## config.mk

```make
export PLATFORM = sky130hd
export DESIGN_NAME = single_wire_led_frame_sender
export DESIGN_NICKNAME = d
export VERILOG_FILES = /design/src/rtl/slfs_pkg.sv /design/src/rtl/slfs_cfg_regs.sv /design/src/rtl/slfs_engine.sv /design/src/rtl/single_wire_led_frame_sender.sv
export SDC_FILE = /design/constraint.sdc
export NUM_CORES = 1
export LEC_CHECK = 0
export BUFFER_PORTS_ARGS = -buffer_cell sky130_fd_sc_hd__buf_4
export CAP_MARGIN = 0
export CORE_UTILIZATION = 45
export DETAILED_ROUTE_END_ITERATION = 12
export PLACE_DENSITY = 0.61
export SETUP_SLACK_MARGIN = 0.1
export SLEW_MARGIN = 20
export SYNTH_ARGS = -nofsm -noshare
export SYNTH_HDL_FRONTEND = slang
export SYNTH_SLANG_ARGS = --single-unit
```

## constraint.sdc

```tcl
create_clock -name clk_i -period 3.7 [get_ports clk_i]
set_clock_uncertainty 0.05 [all_clocks]
set_input_delay 0.185 -clock clk_i [delete_from_list [all_inputs] [get_ports clk_i]]
set_output_delay 0.185 -clock clk_i [all_outputs]
set_load 0.02 [all_outputs]
```

## src/rtl/slfs_pkg.sv

```systemverilog
// Shared types and constants for the single-wire LED frame sender.
// No dependencies; imported by every module of the block.
`default_nettype none

package slfs_pkg;

  localparam int unsigned SlotW     = 8;
  localparam int unsigned CfgAddrW  = 2;
  localparam int unsigned WordW     = 32;
  localparam int unsigned CountW    = 6;

  localparam logic [7:0] HeaderByte = 8'h3A;

  // Register indexes on the configuration port
  localparam logic [CfgAddrW-1:0] CfgBitSlots   = 2'd0;
  localparam logic [CfgAddrW-1:0] CfgSecondSlot = 2'd1;
  localparam logic [CfgAddrW-1:0] CfgEosSlots   = 2'd2;
  localparam logic [CfgAddrW-1:0] CfgLatchSlots = 2'd3;

  localparam logic [SlotW-1:0] BitSlotsRst   = 8'd7;
  localparam logic [SlotW-1:0] SecondSlotRst = 8'd2;
  localparam logic [SlotW-1:0] EosSlotsRst   = 8'd32;
  localparam logic [SlotW-1:0] LatchSlotsRst = 8'd80;

  // Input item kinds
  localparam logic KindStart = 1'b0;
  localparam logic KindTick  = 1'b1;

  typedef struct packed {
    logic [SlotW-1:0] bit_slots;
    logic [SlotW-1:0] second_pulse_slot;
    logic [SlotW-1:0] eos_slots;
    logic [SlotW-1:0] latch_slots;
  } cfg_t;

  typedef struct packed {
    logic       kind;
    logic [7:0] red;
    logic [7:0] green;
    logic [7:0] blue;
  } item_t;

  typedef struct packed {
    logic line_level;
    logic busy_res;
    logic accepted;
    logic frame_done;
  } res_t;

endpackage

`default_nettype wire

```

## src/rtl/slfs_cfg_regs.sv

```systemverilog
// Configuration register bank of the single-wire LED frame sender.
// Depends on slfs_pkg for the register indexes and the cfg_t bundle.
`default_nettype none

module slfs_cfg_regs
  import slfs_pkg::*;
(
  input  wire logic                clk_i,
  input  wire logic                rst_ni,
  input  wire logic                cfg_we_i,
  input  wire logic [CfgAddrW-1:0] cfg_addr_i,
  input  wire logic [SlotW-1:0]    cfg_wdata_i,
  output cfg_t                     cfg_o
);

  cfg_t cfg_q;

  always_ff @(posedge clk_i or negedge rst_ni) begin
    if (!rst_ni) begin
      cfg_q.bit_slots         <= BitSlotsRst;
      cfg_q.second_pulse_slot <= SecondSlotRst;
      cfg_q.eos_slots         <= EosSlotsRst;
      cfg_q.latch_slots       <= LatchSlotsRst;
    end else if (cfg_we_i) begin
      unique case (cfg_addr_i)
        CfgBitSlots:   cfg_q.bit_slots         <= cfg_wdata_i;
        CfgSecondSlot: cfg_q.second_pulse_slot <= cfg_wdata_i;
        CfgEosSlots:   cfg_q.eos_slots         <= cfg_wdata_i;
        CfgLatchSlots: cfg_q.latch_slots       <= cfg_wdata_i;
        default:       cfg_q                   <= cfg_q;
      endcase
    end
  end

  assign cfg_o = cfg_q;

endmodule

`default_nettype wire

```

## src/rtl/slfs_engine.sv

```systemverilog
// Frame state and per-item waveform logic of the single-wire LED sender.
// Depends on slfs_pkg; state advances once for each item stepped through.
`default_nettype none

module slfs_engine
  import slfs_pkg::*;
#(
  parameter int unsigned FRAME_BITS = 32
) (
  input  wire logic clk_i,
  input  wire logic rst_ni,
  input  wire logic step_i,
  input  item_t     item_i,
  input  cfg_t      cfg_i,
  output res_t      res_o
);

  typedef enum logic [1:0] {
    PhIdle  = 2'd0,
    PhData  = 2'd1,
    PhEos   = 2'd2,
    PhLatch = 2'd3
  } phase_e;

  localparam logic [CountW-1:0] FrameBitsCnt = CountW'(FRAME_BITS % 64);

  phase_e             phase_q, phase_d;
  logic [WordW-1:0]   shift_q, shift_d;
  logic [CountW-1:0]  bits_q, bits_d;
  logic [SlotW-1:0]   slot_q, slot_d;

  logic [SlotW-1:0]   slot_inc;
  logic [SlotW-1:0]   period_len;
  logic               period_end;
  logic [CountW-1:0]  bits_dec;
  res_t               res;

  assign slot_inc = slot_q + SlotW'(1);
  assign bits_dec = bits_q - CountW'(1);

  always_comb begin
    unique case (phase_q)
      PhEos:   period_len = cfg_i.eos_slots;
      PhLatch: period_len = cfg_i.latch_slots;
      default: period_len = cfg_i.bit_slots;
    endcase
  end

  // A zero length closes the period on every tick, as does wrap-around.
  assign period_end = (slot_inc >= period_len) || (slot_inc == '0);

  always_comb begin
    phase_d = phase_q;
    shift_d = shift_q;
    bits_d  = bits_q;
    slot_d  = slot_q;
    res     = '0;

    if (item_i.kind == KindStart) begin
      res.busy_res = 1'b1;
      if (phase_q == PhIdle) begin
        shift_d      = {HeaderByte, item_i.red, item_i.green, item_i.blue};
        bits_d       = FrameBitsCnt;
        slot_d       = '0;
        phase_d      = (FrameBitsCnt == '0) ? PhEos : PhData;
        res.accepted = 1'b1;
      end
    end else begin
      unique case (phase_q)
        PhData: begin
          res.busy_res   = 1'b1;
          res.line_level = (slot_q == '0) ||
                           (shift_q[WordW-1] && (slot_q == cfg_i.second_pulse_slot));
          slot_d = period_end ? '0 : slot_inc;
          if (period_end) begin
            shift_d = {shift_q[WordW-2:0], 1'b0};
            bits_d  = bits_dec;
            if (bits_dec == '0) begin
              phase_d = PhEos;
            end
          end
        end
        PhEos: begin
          res.busy_res = 1'b1;
          slot_d = period_end ? '0 : slot_inc;
          if (period_end) begin
            phase_d = PhLatch;
          end
        end
        PhLatch: begin
          res.busy_res = 1'b1;
          slot_d = period_end ? '0 : slot_inc;
          if (period_end) begin
            phase_d        = PhIdle;
            res.frame_done = 1'b1;
          end
        end
        default: begin
          res = '0;
        end
      endcase
    end
  end

  always_ff @(posedge clk_i or negedge rst_ni) begin
    if (!rst_ni) begin
      phase_q <= PhIdle;
      shift_q <= '0;
      bits_q  <= '0;
      slot_q  <= '0;
    end else if (step_i) begin
      phase_q <= phase_d;
      shift_q <= shift_d;
      bits_q  <= bits_d;
      slot_q  <= slot_d;
    end
  end

  assign res_o = res;

endmodule

`default_nettype wire

```

## src/rtl/single_wire_led_frame_sender.sv

```systemverilog
// Top level of the single-wire LED frame sender: input register, engine, result register.
// Depends on slfs_pkg, slfs_cfg_regs and slfs_engine.
//
//   channel   direction  payload
//   s_axis    in         tuser = kind, tdata = red, green, blue
//   m_axis    out        tdata = line_level, busy_res, accepted; tlast = frame_done
//   cfg       in         cfg_we_i, cfg_addr_i (register index), cfg_wdata_i
//
// One item per clock cycle sustained while m_axis does not stall; each item passes
// through the input register and then the result register.
// Reset clears the frame state to idle and loads the register defaults.
// A stall on m_axis holds both registers; the input side keeps taking a
// transfer while the input register is empty or moves on in the same cycle.
`default_nettype none

module single_wire_led_frame_sender
  import slfs_pkg::*;
#(
  parameter int unsigned FRAME_BITS = 32
) (
  input  wire logic                clk_i,
  input  wire logic                rst_ni,
  // slave side
  input  wire logic                s_axis_tvalid,
  output      logic                s_axis_tready,
  input  wire logic [23:0]         s_axis_tdata,   // red[7:0], green[15:8], blue[23:16]
  input  wire logic                s_axis_tuser,   // kind
  // master side
  output      logic                m_axis_tvalid,
  input  wire logic                m_axis_tready,
  output      logic [7:0]          m_axis_tdata,   // line_level[0], busy_res[1], accepted[2]
  output      logic                m_axis_tlast,   // frame_done
  // configuration
  input  wire logic                cfg_we_i,
  input  wire logic [CfgAddrW-1:0] cfg_addr_i,
  input  wire logic [SlotW-1:0]    cfg_wdata_i
);

  cfg_t  cfg;
  item_t item_q;
  logic  in_valid_q;
  res_t  res;
  res_t  res_q;
  logic  out_valid_q;
  logic  advance;

  slfs_cfg_regs u_cfg (
    .clk_i      (clk_i),
    .rst_ni     (rst_ni),
    .cfg_we_i   (cfg_we_i),
    .cfg_addr_i (cfg_addr_i),
    .cfg_wdata_i(cfg_wdata_i),
    .cfg_o      (cfg)
  );

  // Move the held item through the engine when the result register frees up.
  assign advance       = in_valid_q && (!out_valid_q || m_axis_tready);
  assign s_axis_tready = !in_valid_q || advance;

  always_ff @(posedge clk_i or negedge rst_ni) begin
    if (!rst_ni) begin
      in_valid_q <= 1'b0;
    end else if (s_axis_tready) begin
      in_valid_q <= s_axis_tvalid;
    end
  end

  always_ff @(posedge clk_i) begin
    if (s_axis_tready && s_axis_tvalid) begin
      item_q.kind  <= s_axis_tuser;
      item_q.red   <= s_axis_tdata[7:0];
      item_q.green <= s_axis_tdata[15:8];
      item_q.blue  <= s_axis_tdata[23:16];
    end
  end

  slfs_engine #(
    .FRAME_BITS(FRAME_BITS)
  ) u_engine (
    .clk_i (clk_i),
    .rst_ni(rst_ni),
    .step_i(advance),
    .item_i(item_q),
    .cfg_i (cfg),
    .res_o (res)
  );

  always_ff @(posedge clk_i or negedge rst_ni) begin
    if (!rst_ni) begin
      out_valid_q <= 1'b0;
    end else if (advance) begin
      out_valid_q <= 1'b1;
    end else if (m_axis_tready) begin
      out_valid_q <= 1'b0;
    end
  end

  always_ff @(posedge clk_i) begin
    if (advance) begin
      res_q <= res;
    end
  end

  assign m_axis_tvalid = out_valid_q;
  assign m_axis_tdata  = {5'b0, res_q.accepted, res_q.busy_res, res_q.line_level};
  assign m_axis_tlast  = res_q.frame_done;

endmodule

`default_nettype wire

```

==> results of run 1 <==
==> layout make-up <==
type / instances / area (um2) / area share (%)
Multi-Input combinational cell: 303 / 2270 / 35.4
Clock inverter: 4 / 27.5 / 0.429
Timing Repair Buffer: 81 / 679 / 10.6
Sequential cell: 111 / 2930 / 45.7
Inverter: 18 / 67.6 / 1.05
Clock buffer: 12 / 258 / 4.02
Tap cell: 143 / 179 / 2.79
==> state kept, by name, indices dropped and copies added (netlist names), 2 cells and up <==
| signal | cells |
|---|---|
| item_q | 25 |
| m_axis_tdata | 3 |
| u_engine.shift_q | 32 |
| u_engine.slot_q | 8 |
| u_cfg.cfg_o | 32 |
| u_engine.phase_q | 2 |
| u_engine.bits_q | 6 |
==> logic make-up after synthesis <==
kind of cell             after synthesis  synth area share, %
flip-flops                           111                 53.7
other                                  1               0.0686
multiplexers                          41                 8.24
AND/OR/NAND/NOR                      124                 11.5
adder cells (fa/ha/maj)               13                 2.98
AO/OA/AOI/OAI                        104                 15.9
XOR/XNOR                              16                 2.56
buffers and inverters                 53                 5.06
==> synth_stat cells (9+ instances only) <==
cell      instances  area [um2]
dfrtp_1          75        1880
ha_1             13         163
nor3_1           29         145
o221a_1          23         259
o21ai_0          12        60.1
mux2_2           32         360
inv_1            17        63.8
nor2_1           34         128
xnor2_1          12         105
o21bai_1         23         173
nand2_1          24        90.1
mux2i_1           9        90.1
edfxtp_1         29         871
clkbuf_1         15        56.3
==> metal layers <==
metal	vias up	global-route usage [%]
met3	6	4.86
li1	1813	-
met1	1886	25.4
met5	-	0
met2	66	29.7
met4	0	4.53
==> critical path: stages, from the launching register on <==
cell	delay, ns
dfrtp_1	0.71
mux2i_1	0.25
nand2_1	0.06
o21ai_0	0.16
ha_1	0.32
a211oi_1	0.19
o21ai_0	0.13
a221oi_1	0.37
o31a_1	0.27
buf_4	0.25
a21oi_2	0.18
o22a_1	0.22
==> final timing paths <==
kind / startpoint / to / slack, ns
max: u_engine.phase_q[0] / u_engine.shift_q[28] / 0.40
min: cfg_wdata_i[5] / u_cfg.cfg_o[13] / 0.04
max reg2reg: u_engine.phase_q[0] / u_engine.shift_q[28] / 0.40
min reg2reg: in_valid_q / m_axis_tvalid / 0.44
max in group asynchronous: rst_ni / u_engine.slot_q[0] / 2.68
min in group asynchronous: rst_ni / m_axis_tvalid / 0.38
==> per-stage QoR <==
step / hold WS, ns / power, uW / util, % / setup WS (ns)
final: 0.0388 / 3480 / 55.2 / 0.404
after global routing: 0.0302 / 3680 / 55.2 / 0.179
after CTS: 0.00160 / 3510 / 55.1 / 0.407
after detailed placement: 0.314 / 2540 / 50.4 / 0.466
after global placement: 0.313 / 2510 / 50.4 / 0.519
after floorplan: -0.161 / 2320 / - / 0.513
==> power by group <==
group | internal (uW) | switching [uW] | total, uW | leakage, uW
Sequential | 1560 | 230 | 1790 | 0.00126
Combinational | 398 | 344 | 742 | 0.00136
Clock | 501 | 441 | 942 | 0.000142
Total | 2460 | 1010 | 3480 | 0.00276
==> timing repair <==
| item | in CTS | in global routing |
|---|---|---|
| endpoints found under the hold margin | 26 | 75 |
| setup endpoints to repair | 0 | 1 |
| hold buffers | 26 | 1 |
| buffers inserted | 0 | 0 |
| gates resized for setup | 0 | 1 |
==> flow_metrics.env, run 1 <==
export IMPL_status="finished, violations left"
export IMPL_violations="design-rule violations"
export IMPL_io_pins=51
export IMPL_wl_met3_um=326
export IMPL_max_cap_violations=0
export IMPL_period_minus_slack_ns=3.30
export IMPL_drive_above_1_share_pct=22.5
export IMPL_synth_flop_cell="dfrtp_1"
export IMPL_start_kind="flip-flop"
export IMPL_worst_setup_path_type="flip-flop to flip-flop"
export IMPL_grt_start_max_net_pins=83
export IMPL_clkSlewWorstSetupHoldPaths_ns=0.07
export IMPL_final_nets=577
export IMPL_grt_pass1_vias=3622
export IMPL_syn_avg_cell_area_um2=11.8
export IMPL_syn_area_um2=5460
export IMPL_ys_seq_area_share_pct=53.7
export IMPL_die_area_um2=12600
export IMPL_final_max_slew_viol_count=0
export IMPL_finalWirelength_um=11000
export IMPL_cts_tree="done"
export IMPL_m1WireLength_um=5400
export IMPL_fill_cells=1001
export IMPL_row_count=39
export IMPL_hpwl_um=7130
export IMPL_drtAntennaViolNets=0
export IMPL_postLayoutCellArea_um2=6420
export IMPL_wl_per_cell_um=16.4
export IMPL_layout_common_cells="dfrtp_1, buf_4, nor2_1"
export IMPL_final_common_cell="dfrtp_1"
export IMPL_gp_congestion=0.789
export IMPL_p_leak_uw=0.00276
export IMPL_die_h_um=112
export IMPL_hold_class="input port to flip-flop"
export IMPL_syn_inst=463
export IMPL_drt_pass1_iter_count=8
export IMPL_final_cells=672
export IMPL_cp_max_fo=15
export IMPL_fmaxAchievable_mhz=303
export IMPL_clk_latency_ns=0.36
export IMPL_cts_max_level=3
export IMPL_rsz0062_at_grt="false"
export IMPL_crit_arrival_ns=3.49
export IMPL_port_buffers=45
export IMPL_highest_layer="met4"
export IMPL_drc=2
export IMPL_slew_headroom_pct=49.4
export IMPL_end_kind="flip-flop"
export IMPL_ff2ff_path_depth=11
export IMPL_synthDistinctLibCells=60
export IMPL_async_flop_share_pct=73.9
export IMPL_area_delta_synth_final_pct=17.4
export IMPL_final_hold_violation_count=0
export IMPL_synth_edf_count=29
export IMPL_placed_cell_area_um2=5850
export IMPL_dieWidth_um=112
export IMPL_hold_depth=2
export IMPL_cts_sinks=111
export IMPL_synth_warnings=0
export IMPL_cts_buffer_depth=2
export IMPL_coreArea_um2=11600
export IMPL_power_density_nw_per_um2=542
export IMPL_required_ns=3.89
export IMPL_numCtsBuffers=9
export IMPL_setup_violations=0
export IMPL_wl_met2_um=5190
export IMPL_antenna_found_initial=0
export IMPL_drt_first_iter_violations=158
export IMPL_viasPerCell=5.61
export IMPL_post_route_period_util_pct=89.1
export IMPL_grt_pass1_wl_um=18100
export IMPL_peakVddDrop_uv=332
export IMPL_groute_usage_overall_pct=18.6
export IMPL_synth_seq_cells=111
export IMPL_grt_ovfl_total=0
export IMPL_ctsRootBufferMaster="clkbuf_16"
export IMPL_dp_cells=629
export IMPL_setup_tns_ns=0
export IMPL_initial_utilization_pct=47.0
export IMPL_worst_slew_pin_slew_ns=0.754
export IMPL_vias=3771
export IMPL_antennaDiodeCount=0
Note: power is estimated with default switching activity, not from simulation.
==> run 2, diff against run 1 <==
--- a/config.mk
+++ b/config.mk
@@ -8,8 +8,9 @@
 export BUFFER_PORTS_ARGS = -buffer_cell sky130_fd_sc_hd__buf_4
 export CAP_MARGIN = 0
 export CORE_UTILIZATION = 45
+export CTS_CLUSTER_DIAMETER = 150
 export DETAILED_ROUTE_END_ITERATION = 12
-export PLACE_DENSITY = 0.61
+export PLACE_DENSITY = 0.64
 export SETUP_SLACK_MARGIN = 0.1
 export SLEW_MARGIN = 20
 export SYNTH_ARGS = -nofsm -noshare
==> constraint.sdc (replaced) <==
create_clock -name clk_i -period 2.8 [get_ports clk_i]
set_clock_uncertainty 0.05 [all_clocks]
set_input_delay 0.14 -clock clk_i [delete_from_list [all_inputs] [get_ports clk_i]]
set_output_delay 0.14 -clock clk_i [all_outputs]
set_load 0.02 [all_outputs]
==> run 2 against run 1 <==
Highest routed layer unchanged. Clock-buffer cell count is 3 lower. Cell area is 10% higher. The run ends with design-rule violations, negative setup slack left. Sequential share of layout area is 4.1 points lower. Largest cell class unchanged. Non-clock buffer count is 44 higher. Routed wire length is 9.8% higher. Flip-flop and latch count stayed put. First-iteration DRC count is 68% higher. Final cell count is 6.7% higher. Worst hold slack worse by 0.029 ns. Global-route usage is 1.5 points higher. Combinational power is 68% higher. Clock power is 37% higher. Largest power group unchanged.
==> flow_metrics.env, run 2 (synthesis gave the netlist of run 1 again) <==
export IMPL_status="finished, violations left"
export IMPL_violations="design-rule violations, negative setup slack"
export IMPL_power_density_nw_per_um2=697
export IMPL_hold_class="input port to flip-flop"
export IMPL_grt_start_max_net_pins=53
export IMPL_period_minus_slack_ns=2.82
export IMPL_port_buffers=45
export IMPL_initial_utilization_pct=47.0
export IMPL_power_uw=4920
export IMPL_row_count=39
export IMPL_clk_latency_ns=0.36
export IMPL_whs_ns=0.00944
export IMPL_final_nets=622
export IMPL_cts_max_level=3
export IMPL_dieWidth_um=112
export IMPL_die_h_um=112
export IMPL_final_hold_violation_count=0
export IMPL_setup_tns_ns=-0.117
export IMPL_worst_slew_pin_slew_ns=0.675
export IMPL_drt_pass1_iter_count=8
export IMPL_setup_ws_ns=-0.0199
export IMPL_drive_above_1_share_pct=32.1
export IMPL_slew_headroom_pct=55.0
export IMPL_layout_common_cells="buf_4, dfrtp_1, dlygate4sd3_1"
export IMPL_hpwl_um=7470
export IMPL_start_kind="flip-flop"
export IMPL_final_common_cell="buf_4"
export IMPL_coreArea_um2=11600
export IMPL_max_cap_violations=0
export IMPL_ctsRootBufferMaster="clkbuf_16"
export IMPL_fmaxAchievable_mhz=355
export IMPL_drt_first_iter_violations=265
export IMPL_crit_start="u_engine.slot_q[0]"
export IMPL_grt_pass1_vias=3805
export IMPL_reg2reg_slack_ns=-0.02
export IMPL_io_pins=51
export IMPL_seq_power_share_pct=48.4
export IMPL_grt_ovfl_total=0
export IMPL_p_leak_uw=0.00305
export IMPL_numCtsBuffers=9
export IMPL_hp_start="cfg_wdata_i[0]"
export IMPL_post_route_period_util_pct=101
export IMPL_vias=4038
export IMPL_end_kind="flip-flop"
export IMPL_gp_congestion=0.861
export IMPL_final_max_slew_viol_count=0
export IMPL_pwr_share_comb_pct=25.4
export IMPL_drc=2
export IMPL_clkPwrFrac_pct=26.3
export IMPL_hold_depth=2
export IMPL_grt_pass1_wl_um=19500
export IMPL_crit_arrival_ns=3.03
export IMPL_groute_usage_overall_pct=20.0
export IMPL_worst_setup_path_type="flip-flop to flip-flop"
export IMPL_antennaDiodeCount=0
export IMPL_peakVddDrop_uv=344
export IMPL_drtAntennaViolNets=0
export IMPL_cts_sinks=111
export IMPL_timing_rr_end="u_engine.bits_q[3]"
export IMPL_viasPerCell=5.63
export IMPL_crit_reg2reg_launch="u_engine.slot_q[0]"
export IMPL_cts_buffer_depth=2
export IMPL_finalWirelength_um=12100
export IMPL_antenna_found_initial=0
export IMPL_ff2ff_path_depth=13
export IMPL_die_area_um2=12600
export IMPL_pre_cts_slack_ns=-0.304
export IMPL_p_int_uw=3440
export IMPL_netSwitchingFraction_pct=30.0
export IMPL_rsz0062_at_grt="true"
export IMPL_cts_tree="done"
export IMPL_clkSlewWorstSetupHoldPaths_ns=0.07
export IMPL_area_delta_synth_final_pct=29.2
export IMPL_required_ns=3.01
export IMPL_cp_max_fo=6
export IMPL_hold_end="u_cfg.cfg_o[16]"
export IMPL_p_switching_uw=1480
export IMPL_setup_violations=13
export IMPL_wl_per_cell_um=16.9
## run 2: cell types whose count changed in the layout (fill, tap and decap cells not counted), sizes merged
cell and change:
clkinv +2, bufinv +1, clkbuf -2, dlygate4sd3 +6
buf +37, a21oi +1
## run 2: cell type report
type,instances,area [um2]
sequential,111,2940
multi-input combinational,304,2480
clock buffer,9,225
timing repair buffer,125,1100
fill,957,4560
clock inverter,7,70.1
inverter,18,67.6
tap,143,179
## run 2: worst max path at each step
| stage | endpoint | slack, ns | depth (start not counted) |
|---|---|---|---|
| 6_report | u_engine.bits_q[3] | -0.02 | 13 |
| 4_1_cts | u_engine.shift_q[11] | -0.02 | 13 |
| 3_5_place_dp | u_engine.shift_q[11] | -0.30 | 11 |
| 2_1_floorplan | u_engine.shift_q[1] | 0.08 | 14 |
| 5_1_grt | u_engine.bits_q[2] | -0.13 | 14 |
| 3_3_place_gp | u_engine.shift_q[22] | -0.18 | 11 |
## run 2: power groups by stage
stage / combinational, uW / sequential (uW) / clock [uW]
after floorplan: 767 / 2320 / 0
after global placement: 981 / 2380 / 0
after detailed placement: 1030 / 2390 / 0
after CTS: 1140 / 2370 / 1320
after global routing: 1360 / 2430 / 1400
final: 1250 / 2380 / 1290
## run 2: repair_timing
action / in CTS / in global routing
buffers inserted: 11 / 5
endpoints found under the setup margin: 47 / 48
hold buffers: 33 / 0
gates cloned: 1 / 3
hold endpoints to repair: 92 / 0
gates resized for setup: 11 / 38
pin swaps: 4 / 15
## run 2: per-layer routing
metal | global-route usage [%] | share of wire [%]
met3 | 3.29 | 4.8
met5 | 0 | 0
met2 | 30.6 | 47
met1 | 28.7 | 47
met4 | 7.91 | 1.6
## run 2: through the flow
step	util, %	instances	instance area, um2
global placement	52.1	648	6050
finish	60.8	717	7060
floorplan	-	467	5540
CTS	58.8	709	6830
detailed placement	52.1	648	6050
global route	60.8	717	7060
## run 2: worst max-delay path, stage by stage (launching register included)
cell	delay [ns]
dfrtp_2	0.43
ha_4	0.18
nand3_4	0.10
nor2_4	0.11
xnor2_2	0.13
inv_2	0.07
ha_4	0.27
o2111a_1	0.18
a221oi_2	0.07
o31a_1	0.15
buf_6	0.15
or3_4	0.39
clkbuf_16	0.19
o311ai_2	0.25
==> run 3, diff against run 2 <==
--- a/config.mk
+++ b/config.mk
@@ -7,12 +7,13 @@
 export LEC_CHECK = 0
 export BUFFER_PORTS_ARGS = -buffer_cell sky130_fd_sc_hd__buf_4
 export CAP_MARGIN = 0
-export CORE_UTILIZATION = 45
+export CORE_UTILIZATION = 30
 export CTS_CLUSTER_DIAMETER = 150
 export DETAILED_ROUTE_END_ITERATION = 12
-export PLACE_DENSITY = 0.64
+export PLACE_DENSITY = 0.45
 export SETUP_SLACK_MARGIN = 0.1
 export SLEW_MARGIN = 20
 export SYNTH_ARGS = -nofsm -noshare
 export SYNTH_HDL_FRONTEND = slang
+export SYNTH_HIERARCHICAL = 1
 export SYNTH_SLANG_ARGS = --single-unit
==> run 3 against run 2 <==
First-iteration DRC count is 12% lower. Clock-buffer cell count stayed put. The run ends with negative setup slack left. Sequential share of layout area shrank 4.9 points. Combinational power rose to 2.6 times the previous value. Fmax down 4.8%. Global-route usage shrank 4.4 points. Highest routed layer unchanged.
==> flow_metrics.env, run 3 <==
export IMPL_setup_ws_ns=-0.161
export IMPL_drt_first_iter_violations=234
export IMPL_start_kind="flip-flop"
export IMPL_ff2ff_path_depth=11
export IMPL_die_area_um2=19800
export IMPL_port_buffers=45
export IMPL_power_density_nw_per_um2=889
export IMPL_cp_max_fo=4
export IMPL_clkSlewWorstSetupHoldPaths_ns=0.08
export IMPL_area_delta_synth_final_pct=38.9
export IMPL_gp_congestion=0.780
export IMPL_grt_ovfl_total=0
export IMPL_hold_class="input port to flip-flop"
export IMPL_syn_inst=494
export IMPL_top_usage_layer="met2"
export IMPL_whs_ns=0.0193
export IMPL_p_int_uw=4600
export IMPL_grt_pass1_wl_um=24100
export IMPL_syn_avg_cell_area_um2=11.7
export IMPL_synth_top_area_cell="dfrtp_1"
export IMPL_antenna_found_initial=0
export IMPL_ys_seq_area_share_pct=50.8
export IMPL_path_cells="inv_2 -> ha_4 -> buf_6 -> a22o_1 -> a21oi_2 -> ha_1 -> o2111a_1 -> buf_4 -> a221o_2 -> or4_4 -> o221a_4"
export IMPL_final_core_util_pct=42.7
export IMPL_cts_tree="done"
export IMPL_yosysMostFrequentCell="dfrtp_1"
export IMPL_finalWirelength_um=15000
export IMPL_initial_utilization_pct=30.7
export IMPL_final_hold_violation_count=0
export IMPL_grtUsageMet3_pct=2.89
export IMPL_max_cap_violations=0
export IMPL_peakVddDrop_uv=415
export IMPL_worst_setup_path_type="flip-flop to flip-flop"
export IMPL_end_kind="flip-flop"
export IMPL_grt_use_met2_pct=25.1
export IMPL_drt_pass1_iter_count=4
export IMPL_grt_start_max_net_pins=83
export IMPL_layout_common_cells="buf_4, dfrtp_1, dlygate4sd3_1, mux2_2, edfxtp_1"
export IMPL_seq_power_share_pct=33.3
export IMPL_syn_area_um2=5770
export IMPL_groute_usage_overall_pct=15.6
export IMPL_slew_headroom_pct=64.8
export IMPL_synth_flop_cell="dfrtp_1"
export IMPL_final_common_cell="buf_4"
export IMPL_final_max_slew_viol_count=0
export IMPL_use_met1_pct=21.4
export IMPL_reg2reg_slack_ns=-0.16
export IMPL_p_leak_uw=0.00318
export IMPL_io_pins=51
export IMPL_synthDistinctLibCells=62
export IMPL_fill_cells=1776
export IMPL_row_count=50
export IMPL_period_minus_slack_ns=2.96
export IMPL_drtAntennaViolNets=0
export IMPL_pwr_share_comb_pct=46.2
export IMPL_violations="negative setup slack"
export IMPL_drc=0
export IMPL_crit_arrival_ns=3.15
export IMPL_setup_violations=40
export IMPL_die_h_um=141
export IMPL_status="finished, violations left"
export IMPL_hpwl_um=9830
export IMPL_worst_path_max_delay_cell="or4_4"
export IMPL_hp_start="cfg_wdata_i[5]"
export IMPL_hold_depth=2
export IMPL_clk_latency_ns=0.35
export IMPL_crit_reg2reg_launch="u_engine/phase_q[0]"
export IMPL_required_ns=2.99
export IMPL_async_flop_share_pct=73.9
export IMPL_drive_above_1_share_pct=43.4
export IMPL_setup_tns_ns=-3.32
export IMPL_p_switching_uw=2520
export IMPL_synth_top_area_share_pct=32.5
export IMPL_cts_sinks=111
export IMPL_power_uw=7130
export IMPL_hold_end="u_cfg/cfg_o[21]"
export IMPL_worst_slew_pin_slew_ns=0.522
export IMPL_timing_rr_end="u_engine/shift_q[27]"
export IMPL_synth_warnings=6
export IMPL_netSwitchingFraction_pct=35.4
export IMPL_cts_buffer_depth=2
export IMPL_synth_common_cells="dfrtp_1, mux2_2, nor3_1"
export IMPL_post_route_period_util_pct=106
export IMPL_synth_edf_count=29
export IMPL_coreArea_um2=18800
export IMPL_yosys_top_cells_area="dfrtp_1, edfxtp_1, mux2_2"
export IMPL_clkPwrFrac_pct=20.5
export IMPL_viasPerCell=5.16
export IMPL_cp_slowest_stage_delay_ns=0.53
export IMPL_dieWidth_um=141
export IMPL_grt_pass1_vias=4447
export IMPL_rsz0062_at_grt="true"
export IMPL_synth_seq_cells=111
export IMPL_antennaDiodeCount=0
export IMPL_cts_max_level=3
export IMPL_fmaxAchievable_mhz=338
export IMPL_final_nets=678
export IMPL_vias=4431
export IMPL_ctsRootBufferMaster="clkbuf_16"
export IMPL_wl_per_cell_um=17.5
export IMPL_numCtsBuffers=9
run 3: changes by cell type after synthesis, moves of 11 or more:
| cell | delta |
|---|---|
| a2111oi_0 | +15 |
| a21oi_1 | +11 |
| nand3_1 | +11 |
| nor2_1 | -26 |
| nor4_1 | +12 |
| o21bai_1 | -23 |
| o221a_1 | -21 |
| o22ai_1 | +19 |
run 3: how the worst max path moves through the flow:
stage	start	end	slack (ns)	cells after the start
2_1_floorplan	u_engine/phase_q[1]	u_engine/phase_q[1]	0.01	12
3_3_place_gp	u_engine/slot_q[0]	u_engine/shift_q[3]	-0.17	10
3_5_place_dp	u_engine/slot_q[0]	u_engine/bits_q[5]	-0.14	12
4_1_cts	u_engine/phase_q[0]	u_engine/phase_q[1]	-0.08	14
5_1_grt	u_engine/phase_q[1]	u_engine/phase_q[1]	-0.29	14
6_report	u_engine/phase_q[0]	u_engine/shift_q[27]	-0.16	11
run 3: cell type report:
type	instances	area (um2)	share of cell area [%]
Multi-Input combinational cell	325	2930	36.5
Clock buffer	9	225	2.81
Inverter	20	75.1	0.937
Sequential cell	111	2940	36.7
Timing Repair Buffer	153	1440	18.0
Tap cell	234	293	3.65
Clock inverter	7	109	1.36
run 3: through the flow:
stage	worst slack, ns	instances	area, um2
after floorplan	0.0130	498	5950
after global placement	-0.170	788	6770
after detailed placement	-0.138	788	6770
after CTS	-0.0807	845	7620
after global routing	-0.286	859	8010
final	-0.161	859	8010
run 3: critical path, delay by kind of cell, from the launching register on:
kind / cells / cell delay (ns)
DFF: 1 / 0.42
buffers and inverters: 3 / 0.31
AOI/OAI and AO/OA: 5 / 1.11
adders and majority gates: 2 / 0.43
and+or+nand+nor: 1 / 0.53
run 3: power groups by stage:
stage	sequential (uW)	combinational, uW	clock [uW]
floorplan	2290	1720	0
global placement	2370	2450	0
detailed placement	2360	2490	0
CTS	2350	2730	1500
global route	2420	3590	1560
finish	2370	3290	1460
run 3: kinds of logic (layout without fill, tap and decap cells):
kind of cell    count (synthesis)  in the layout  share of synthesized area, %
other cells                     1              5                        0.0650
simple gates                  142            142                          15.5
flops                         111            111                          50.8
xor+xnor                       16             16                          2.69
mux                            33             33                          6.42
compound gates                111            111                          15.2
buf+inv                        62            189                          5.40
fa+ha+maj                      18             18                          3.90
run 3: repair_timing:
action	CTS	global route
resized for setup	26	45
pin swaps	20	35
cloned	1	3
hold endpoints to repair	120	0
setup endpoints to repair	49	49
hold buffers	32	0
buffers inserted	8	11
run 3: metal layers:
layer	vias to the layer above	part of all wire, %
met5	-	0
met2	81	48
met3	8	2.8
li1	2152	-
met4	0	0.81
met1	2190	48
